--- config.mk ---
export PLATFORM = sky130hd
export DESIGN_NAME = shared_memory_bank_conflict_count
export DESIGN_NICKNAME = d
export VERILOG_FILES = /design/src/rtl/core/smbc_pkg.sv /design/src/rtl/core/smbc_lane.sv /design/src/rtl/core/smbc_merge.sv /design/src/rtl/core/shared_memory_bank_conflict_count.sv
export SDC_FILE = /design/constraint.sdc
export NUM_CORES = 2
export LEC_CHECK = 0
export BUFFER_PORTS_ARGS = -buffer_cell sky130_fd_sc_hd__buf_4
export CAP_MARGIN = 30
export CORE_MARGIN = 8
export CORE_UTILIZATION = 28
export DETAILED_ROUTE_END_ITERATION = 8
export PLACE_DENSITY = 0.49
export RECOVER_POWER = 100
export REMOVE_ABC_BUFFERS = 1
export SLEW_MARGIN = 10
export SYNTH_ARGS = -nofsm -noshare
export SYNTH_HDL_FRONTEND = slang
export SYNTH_HIERARCHICAL = 1
export SYNTH_SLANG_ARGS = --single-unit
--- constraint.sdc ---
create_clock -name i_clk -period 34.2 [get_ports i_clk]
set_input_delay 6.84 -clock i_clk [delete_from_list [all_inputs] [get_ports i_clk]]
set_output_delay 6.84 -clock i_clk [all_outputs]
set_load 0.005 [all_outputs]
--- src/rtl/core/smbc_pkg.sv ---
// ----------------------------------------------------------------------------
// smbc_pkg
// shared types and constants of the bank conflict counter
// ----------------------------------------------------------------------------
package smbc_pkg;

    // default sizes
    localparam int DEF_LANES     = 8;
    localparam int DEF_MAX_BANKS = 32;
    localparam int DEF_ADDR_BITS = 32;

    // field widths
    localparam int LCNT_W = 4;
    localparam int REQ_W  = 16;
    localparam int TOT_W  = 32;
    localparam int BC_W   = 6;
    localparam int BW_W   = 9;

    localparam int OUT_TDATA_W = REQ_W + TOT_W;

    localparam logic [REQ_W-1:0] REQ_MAX = '1;

    // configuration port
    localparam int CFG_IDX_W  = 1;
    localparam int CFG_DATA_W = BW_W;

    localparam logic [CFG_IDX_W-1:0] CFG_BANK_COUNT = 1'd0;
    localparam logic [CFG_IDX_W-1:0] CFG_BANK_WIDTH = 1'd1;

    localparam logic [BC_W-1:0] BANK_COUNT_RST = 6'd32;
    localparam logic [BW_W-1:0] BANK_WIDTH_RST = 9'd4;

    // address bits retired per cycle in each lane remainder unit
    localparam int DIV_STEP = 4;

    typedef struct packed {
        logic load;
        logic shift;
        logic fin;
    } t_lane_ctl;

    typedef struct packed {
        logic hit;
        logic count;
        logic last;
        logic en;
    } t_mrg_ctl;

endpackage

--- src/rtl/core/smbc_lane.sv ---
// ----------------------------------------------------------------------------
// smbc_lane
// per-lane bank index unit: (addr mod (width*banks)) / width
// ----------------------------------------------------------------------------
module smbc_lane import smbc_pkg::*; #(
    parameter int ADDR_BITS = DEF_ADDR_BITS,
    parameter int M_W       = 15,
    parameter int BANK_W    = 5
) (
    input  logic                 i_clk,
    input  t_lane_ctl            i_ctl,
    input  logic [ADDR_BITS-1:0] i_addr,
    input  logic [M_W-1:0]       i_mod,
    input  logic [BW_W-1:0]      i_width,
    output logic [BANK_W-1:0]    o_bank
);

    localparam int DIV_CYC = (ADDR_BITS + DIV_STEP - 1) / DIV_STEP;
    localparam int PAD_W   = DIV_CYC * DIV_STEP;

    logic [PAD_W-1:0]  r_addr;
    logic [M_W-1:0]    r_rem;
    logic [M_W-1:0]    n_rem;
    logic [BANK_W-1:0] r_bank;
    logic [BANK_W-1:0] n_bank;

    // restoring remainder, msb first, DIV_STEP address bits a cycle
    always_comb begin
        logic [M_W:0] v;
        v = {1'b0, r_rem};
        for (int k = 0; k < DIV_STEP; k++) begin
            v = {v[M_W-1:0], r_addr[PAD_W-1-k]};
            if (v >= {1'b0, i_mod}) begin
                v = v - {1'b0, i_mod};
            end
        end
        n_rem = v[M_W-1:0];
    end

    // quotient of the remainder by the width is below the bank count
    always_comb begin
        logic [M_W-1:0] r;
        logic [M_W-1:0] d;
        r      = r_rem;
        n_bank = '0;
        for (int k = BANK_W - 1; k >= 0; k--) begin
            d = M_W'(i_width) << k;
            if (r >= d) begin
                r         = r - d;
                n_bank[k] = 1'b1;
            end
        end
    end

    always_ff @(posedge i_clk) begin
        if (i_ctl.load) begin
            r_addr <= PAD_W'(i_addr);
            r_rem  <= '0;
        end else if (i_ctl.shift) begin
            r_addr <= r_addr << DIV_STEP;
            r_rem  <= n_rem;
        end
        if (i_ctl.fin) begin
            r_bank <= n_bank;
        end
    end

    assign o_bank = r_bank;

endmodule

--- src/rtl/core/smbc_merge.sv ---
// ----------------------------------------------------------------------------
// smbc_merge
// combines lane banks: conflict flags, bank-seen map, request and total counts
// ----------------------------------------------------------------------------
module smbc_merge import smbc_pkg::*; #(
    parameter int LANES     = DEF_LANES,
    parameter int MAX_BANKS = DEF_MAX_BANKS,
    parameter int BANK_W    = 5
) (
    input  logic                         i_clk,
    input  logic                         i_rst_n,
    input  t_mrg_ctl                     i_ctl,
    input  logic [LANES-1:0][BANK_W-1:0] i_bank,
    input  logic [LANES-1:0]             i_vld,
    output logic [REQ_W-1:0]             o_req,
    output logic [TOT_W-1:0]             o_tot
);

    localparam int HC_W  = $clog2(LANES + 1);
    localparam int SUM_W = REQ_W + 1;

    logic [MAX_BANKS-1:0] r_seen;
    logic [MAX_BANKS-1:0] n_seen;
    logic [LANES-1:0]     r_hit;
    logic [LANES-1:0]     n_hit;
    logic [REQ_W-1:0]     r_pend;
    logic [REQ_W-1:0]     n_pend;
    logic [TOT_W-1:0]     r_total;
    logic [HC_W-1:0]      hit_cnt;

    // a lane hits if its bank was seen before or a lower valid lane shares it
    always_comb begin
        logic [LANES-1:0] m;
        m = '0;
        for (int i = 0; i < LANES; i++) begin
            for (int j = 0; j < i; j++) begin
                if (i_vld[j] && (i_bank[j] == i_bank[i])) begin
                    m[i] = 1'b1;
                end
            end
            n_hit[i] = i_ctl.en && i_vld[i] && (r_seen[i_bank[i]] || m[i]);
        end
    end

    always_comb begin
        n_seen = r_seen;
        for (int b = 0; b < MAX_BANKS; b++) begin
            for (int i = 0; i < LANES; i++) begin
                if (i_vld[i] && (i_bank[i] == BANK_W'(b))) begin
                    n_seen[b] = 1'b1;
                end
            end
        end
    end

    always_comb begin
        logic [SUM_W-1:0] s;
        hit_cnt = '0;
        for (int i = 0; i < LANES; i++) begin
            hit_cnt = hit_cnt + HC_W'(r_hit[i]);
        end
        s = {1'b0, r_pend} + SUM_W'(hit_cnt);
        if (s > SUM_W'(REQ_MAX)) begin
            n_pend = REQ_MAX;
        end else begin
            n_pend = s[REQ_W-1:0];
        end
    end

    assign o_req = n_pend;
    assign o_tot = r_total + TOT_W'(hit_cnt);

    always_ff @(posedge i_clk) begin
        if (i_ctl.hit) begin
            r_hit <= n_hit;
        end
    end

    always_ff @(posedge i_clk) begin
        if (!i_rst_n) begin
            r_seen  <= '0;
            r_pend  <= '0;
            r_total <= '0;
        end else begin
            if (i_ctl.hit) begin
                if (i_ctl.last) begin
                    r_seen <= '0;
                end else if (i_ctl.en) begin
                    r_seen <= n_seen;
                end
            end
            if (i_ctl.count) begin
                r_total <= o_tot;
                r_pend  <= i_ctl.last ? '0 : n_pend;
            end
        end
    end

endmodule

--- src/rtl/core/shared_memory_bank_conflict_count.sv ---
// ----------------------------------------------------------------------------
// shared_memory_bank_conflict_count
// counts shared-memory bank conflicts per request and in a running total
// ----------------------------------------------------------------------------
//  channel  | dir | handshake          | payload
//  ---------+-----+--------------------+---------------------------------------
//  s_axis   | in  | tvalid / tready    | tdata: addr0..addr(LANES-1), lane_count
//           |     |                    | tlast: last_of_request
//  m_axis   | out | tvalid / tready    | tdata: request_conflicts, total_conflicts
//  cfg      | in  | write enable only  | idx 0 bank_count, idx 1 bank_width
//
// one word at a time: after an accept a word goes through the divide, finish,
// merge and count states before the next accept; the lane remainder units
// retire four address bits per cycle in the divide state.
// synchronous active-low reset; config is reset to 32 banks of 4 bytes.
// the result sits in an output register; a last word waits in the count
// stage only while a previous result is still not taken.
// ----------------------------------------------------------------------------
module shared_memory_bank_conflict_count import smbc_pkg::*; #(
    parameter  int LANES     = DEF_LANES,
    parameter  int MAX_BANKS = DEF_MAX_BANKS,
    parameter  int ADDR_BITS = DEF_ADDR_BITS,
    localparam int S_TDATA_W = ((LANES * ADDR_BITS + LCNT_W + 7) / 8) * 8
) (
    input  logic                   i_clk,
    input  logic                   i_rst_n,
    // addr0 .. addr(LANES-1), lane_count, zero fill
    input  logic [S_TDATA_W-1:0]   i_s_tdata,
    input  logic                   i_s_tlast,
    input  logic                   i_s_tvalid,
    output logic                   o_s_tready,
    // request_conflicts, total_conflicts
    output logic [OUT_TDATA_W-1:0] o_m_tdata,
    output logic                   o_m_tvalid,
    input  logic                   i_m_tready,
    input  logic                   i_cfg_we,
    input  logic [CFG_IDX_W-1:0]   i_cfg_idx,
    input  logic [CFG_DATA_W-1:0]  i_cfg_data
);

    localparam int CNT_W   = $clog2(MAX_BANKS + 1);
    localparam int BANK_W  = (MAX_BANKS > 1) ? $clog2(MAX_BANKS) : 1;
    localparam int M_W     = BW_W + CNT_W;
    localparam int DIV_CYC = (ADDR_BITS + DIV_STEP - 1) / DIV_STEP;
    localparam int DC_W    = (DIV_CYC > 1) ? $clog2(DIV_CYC) : 1;

    typedef enum logic [4:0] {
        S_IDLE = 5'b00001,
        S_DIV  = 5'b00010,
        S_FIN  = 5'b00100,
        S_MRG  = 5'b01000,
        S_CNT  = 5'b10000
    } t_state;

    t_state r_state;
    t_state n_state;

    logic [BC_W-1:0]  r_bank_count;
    logic [BW_W-1:0]  r_bank_width;
    logic [BW_W-1:0]  r_wid;
    logic [M_W-1:0]   r_mod;
    logic [CNT_W-1:0] eff_banks;
    logic [BW_W-1:0]  eff_width;

    logic [DC_W-1:0]  r_cnt;
    logic [LANES-1:0] r_vld;
    logic [LANES-1:0] n_vld;
    logic             r_last;

    logic             r_out_valid;
    logic [OUT_TDATA_W-1:0] r_out_data;

    logic                         s_acc;
    logic                         cnt_go;
    t_lane_ctl                    lane_ctl;
    t_mrg_ctl                     mrg_ctl;
    logic [LANES-1:0][BANK_W-1:0] lane_bank;
    logic [LCNT_W-1:0]            in_lcnt;
    logic [REQ_W-1:0]             mrg_req;
    logic [TOT_W-1:0]             mrg_tot;

    // configuration
    always_ff @(posedge i_clk) begin
        if (!i_rst_n) begin
            r_bank_count <= BANK_COUNT_RST;
            r_bank_width <= BANK_WIDTH_RST;
        end else if (i_cfg_we) begin
            unique case (i_cfg_idx)
                CFG_BANK_COUNT: r_bank_count <= i_cfg_data[BC_W-1:0];
                CFG_BANK_WIDTH: r_bank_width <= i_cfg_data;
                default: ;
            endcase
        end
    end

    always_comb begin
        if ({1'b0, r_bank_count} > 7'(MAX_BANKS)) begin
            eff_banks = CNT_W'(MAX_BANKS);
        end else begin
            eff_banks = CNT_W'(r_bank_count);
        end
        eff_width = (r_bank_width == '0) ? BW_W'(1) : r_bank_width;
    end

    // modulus of the whole address: width * banks
    always_ff @(posedge i_clk) begin
        r_wid <= eff_width;
        r_mod <= M_W'(eff_width) * M_W'(eff_banks);
    end

    // sequencer
    assign s_acc      = i_s_tvalid && o_s_tready;
    assign o_s_tready = (r_state == S_IDLE);
    assign cnt_go     = (r_state == S_CNT) && (!r_last || !r_out_valid || i_m_tready);

    always_comb begin
        n_state = r_state;
        unique case (r_state)
            S_IDLE: if (s_acc) n_state = S_DIV;
            S_DIV:  if (r_cnt == '0) n_state = S_FIN;
            S_FIN:  n_state = S_MRG;
            S_MRG:  n_state = S_CNT;
            S_CNT:  if (cnt_go) n_state = S_IDLE;
            default: n_state = S_IDLE;
        endcase
    end

    always_ff @(posedge i_clk) begin
        if (!i_rst_n) begin
            r_state <= S_IDLE;
        end else begin
            r_state <= n_state;
        end
    end

    assign in_lcnt = i_s_tdata[LANES*ADDR_BITS +: LCNT_W];

    always_comb begin
        for (int i = 0; i < LANES; i++) begin
            n_vld[i] = (7'(i) < 7'(in_lcnt));
        end
    end

    always_ff @(posedge i_clk) begin
        if (s_acc) begin
            r_cnt  <= DC_W'(DIV_CYC - 1);
            r_vld  <= n_vld;
            r_last <= i_s_tlast;
        end else if (r_state == S_DIV) begin
            r_cnt <= r_cnt - DC_W'(1);
        end
    end

    // lanes
    assign lane_ctl.load  = s_acc;
    assign lane_ctl.shift = (r_state == S_DIV);
    assign lane_ctl.fin   = (r_state == S_FIN);

    for (genvar g = 0; g < LANES; g++) begin : g_lane
        smbc_lane #(
            .ADDR_BITS (ADDR_BITS),
            .M_W       (M_W),
            .BANK_W    (BANK_W)
        ) u_lane (
            .i_clk   (i_clk),
            .i_ctl   (lane_ctl),
            .i_addr  (i_s_tdata[g*ADDR_BITS +: ADDR_BITS]),
            .i_mod   (r_mod),
            .i_width (r_wid),
            .o_bank  (lane_bank[g])
        );
    end

    // merge
    assign mrg_ctl.hit   = (r_state == S_MRG);
    assign mrg_ctl.count = cnt_go;
    assign mrg_ctl.last  = r_last;
    assign mrg_ctl.en    = (r_bank_count != '0);

    smbc_merge #(
        .LANES     (LANES),
        .MAX_BANKS (MAX_BANKS),
        .BANK_W    (BANK_W)
    ) u_merge (
        .i_clk   (i_clk),
        .i_rst_n (i_rst_n),
        .i_ctl   (mrg_ctl),
        .i_bank  (lane_bank),
        .i_vld   (r_vld),
        .o_req   (mrg_req),
        .o_tot   (mrg_tot)
    );

    // output register
    always_ff @(posedge i_clk) begin
        if (!i_rst_n) begin
            r_out_valid <= 1'b0;
        end else if (cnt_go && r_last) begin
            r_out_valid <= 1'b1;
        end else if (i_m_tready) begin
            r_out_valid <= 1'b0;
        end
    end

    always_ff @(posedge i_clk) begin
        if (cnt_go && r_last) begin
            r_out_data <= {mrg_tot, mrg_req};
        end
    end

    assign o_m_tvalid = r_out_valid;
    assign o_m_tdata  = r_out_data;

endmodule

==> flow_metrics.env <==
export IMPL_status="complete, but fails checks"
export IMPL_violations="capacitance limit, slew limit"
export IMPL_crit_path_start_kind="input pin"
export IMPL_slew_headroom_pct=-370.1
export IMPL_holdBufCountCts=0
export IMPL_groute_usage_overall_pct=17.16
export IMPL_gp_congestion=0.9104
export IMPL_synthAdderAreaFrac_pct=16.17
export IMPL_drcViolationCount=0
export IMPL_tightest_slew_ps=7051
export IMPL_num_io_pins=330
export IMPL_rsz0062_at_grt="no"
export IMPL_drive_gt1_share_pct=11.54
export IMPL_max_stage_delay_ps=5080
export IMPL_ys_types=132
export IMPL_die_area_um2=303200
export IMPL_postCtsSetupRepairBufs=0
export IMPL_clk_path_buf_depth=4
export IMPL_skew_ps=76.85
export IMPL_placed_area_um2=86770
export IMPL_synth_top_family_by_area="compound AO/OA/AOI/OAI gates"
export IMPL_synth_edf_count=361
export IMPL_final_nets=11140
export IMPL_critPathTopFamily="buffers and inverters"
export IMPL_synthSimpleGateAreaFrac_pct=19.16
export IMPL_synth_seq_area_share_pct=19.75
export IMPL_htreeDepth=3
export IMPL_grt_pass1_vias=72380
export IMPL_synth_xor_area_share_pct=7.442
export IMPL_syn_to_final_growth_pct=11.47
export IMPL_path_clk_slew_ps=50
export IMPL_hold_violations=0
export IMPL_async_reset_ff_share_pct=0
export IMPL_yosysWarningCount=6
export IMPL_cts_tree="done"
export IMPL_cp_common_cell="clkbuf_1"
export IMPL_clkLatencyLatePin_ps=810
export IMPL_synth_seq_cells=609
export IMPL_synth_compound_area_share_pct=22.80
export IMPL_antenna_left=0
export IMPL_cts_buffers=89
export IMPL_crit_path_top_delay_cell="clkbuf_1"
export IMPL_synth_top_area_share_pct=13.70
export IMPL_worstHoldPathType="flop to flop"
export IMPL_cp_data_arrival_time_ps=21640
export IMPL_cts_root_buf="clkbuf_16"
export IMPL_drt_pass1_iterations=6
export IMPL_synth_top_cell_by_area="ha_1"
export IMPL_cts_sinks=609
export IMPL_synth_area_per_cell_um2=8.271
export IMPL_busiest_layer="met2"
export IMPL_fp_coreArea_um2=284700
export IMPL_period_needed_ps=21310
export IMPL_synth_area_top_cells="ha_1 (14%), edfxtp_1 (14%), dfxtp_1 (6.2%), mux2_2 (5.9%), nor2_1 (4.0%)"
export IMPL_grt_antenna_before_repair=14
export IMPL_drv_cap=20
export IMPL_hpwl_um=212200
export IMPL_report_final_slew_viol_count=846
export IMPL_fin_area_um2=89200
export IMPL_drt_wl_total_um=273700
export IMPL_start_util_pct=28.11
export IMPL_row_count=196
export IMPL_setup_viol=0
export IMPL_path_buf_inv=6
export IMPL_max_freq_mhz=46.93
export IMPL_critPathRequiredTime_ps=34530
export IMPL_cp_max_fo=138
export IMPL_grt_use_met2_pct=28.26
export IMPL_vias=74350
export IMPL_setup_tns_ps=0
export IMPL_grtUsageMet1_pct=22.96
export IMPL_grt_max_degree=139
export IMPL_path_cells="clkbuf_4, nand2_1, clkinvlp_2, clkbuf_1, clkbuf_1, nor2_1, inv_1, clkbuf_1"
export IMPL_vias_per_cell=5.418
export IMPL_grt_use_met3_pct=2.715
export IMPL_die_w_um=550.6
export IMPL_grt_pass1_wl_um=418400
export IMPL_ys_flop_type="edfxtp_1"
export IMPL_portBuffers=325
export IMPL_dieHeight_um=550.6
export IMPL_critPathKind="input pin to flop"
export IMPL_cts_resized=0
export IMPL_dp_cells=13550
export IMPL_syn_inst=9675
export IMPL_first_iter_violations=5680
export IMPL_final_common_cell="ha_1"
export IMPL_overflow=0
export IMPL_wl_per_cell_um=19.95
export IMPL_synth_area_mux_share_pct=9.848
export IMPL_finalCritPeriodShare_pct=62.31
export IMPL_cp_end_kind="flop"
export IMPL_mostFrequentLayoutCells="ha_1 (876), nor2_1 (850), nand2_1 (723), inv_1 (666), a21oi_1 (627)"
export IMPL_fin_util_pct=31.33
export IMPL_netlist_area_um2=80030
export IMPL_fin_cells=13720
==> final cells by class <==
| cell class | instances | area, um2 |
|---|---|---|
| Multi-Input combinational cell | 8087 | 60140 |
| Timing Repair Buffer | 423 | 2967 |
| Sequential cell | 609 | 15810 |
| Clock buffer | 104 | 2379 |
| Fill cell | 29960 | 195500 |
| Antenna cell | 8 | 20.02 |
| Tap cell | 3762 | 4707 |
| Clock inverter | 54 | 635.6 |
| Inverter | 675 | 2545 |
==> worst reg2reg max path, delay by kind of cell (launching register included) <==
family	cells	cell delay (ps)
AO/OA/AOI/OAI	24	4980
adder cells (fa/ha/maj)	5	1790
multiplexers	3	1170
flip-flops	1	940
AND/OR/NAND/NOR	17	4750
buffers and inverters	6	3690
==> stage by stage <==
| step | hold slack, ps | worst slack [ps] |
|---|---|---|
| 2_1_floorplan | 397.3 | 18310 |
| 3_3_place_gp | 454.5 | 20090 |
| 3_5_place_dp | 464.2 | 20080 |
| 4_1_cts | 476.1 | 19920 |
| 5_1_grt | 508.2 | 11290 |
| 6_report | 476.8 | 12890 |
==> per-layer routing <==
layer | part of all wire (%) | wire [um]
met1 | 45 | 124400
met2 | 45 | 123400
met3 | 6.1 | 16580
met4 | 3.4 | 9280
met5 | 0.0099 | 27
==> registers in the layout, indices dropped and copies added (netlist names), 8 cells and up <==
register              cells
o_m_tdata                48
g_lane.u_lane/r_rem     120
g_lane.u_lane/r_addr    256
r_vld                     8
g_lane.u_lane/o_bank     40
u_merge/r_pend           16
r_mod                    15
u_merge/r_hit             8
r_wid                     9
u_merge/r_seen           32
u_merge/r_total          32
r_bank_width              9
==> final timing paths <==
| kind | from | to | slack, ps | depth (start not counted) |
|---|---|---|---|---|
| setup / recovery | i_s_tvalid | g_lane[0].u_lane/r_addr[16] | 12890 | 8 |
| hold / removal | r_bank_width[0] | r_bank_width[0] | 480 | 2 |
| setup reg to reg | r_wid[1] | g_lane[0].u_lane/o_bank[0] | 16550 | 55 |
| hold reg to reg | r_bank_width[0] | r_bank_width[0] | 480 | 2 |
==> cell usage after synthesis (77+ instances only) <==
cell	n
a21oi_1	627
nand4_1	157
nand2b_1	136
ha_1	876
a21o_1	199
xor2_1	328
nor2b_1	201
mux2_2	419
a31oi_1	117
fa_1	99
mux2i_1	128
nor4_1	83
inv_1	661
nand3_1	190
o22ai_1	142
nor2_1	848
a211oi_1	147
nor3_1	171
clkbuf_1	183
edfxtp_1	361
a21boi_0	77
nand2_1	723
xnor2_1	352
o21a_1	188
o21ai_0	582
dfxtp_1	248
and2_1	139
==> kinds of logic after synthesis <==
group                      count (synthesis)
DFF                                      609
AOI/OAI and AO/OA                       2764
muxes                                    637
and+or+nand+nor                         3031
buffers and inverters                    979
xor gates and xnor gates                 680
adders and majority gates                975
Power is not shown: default switching activity piles up to over one toggle a cycle in this logic, so the estimate is an artifact.
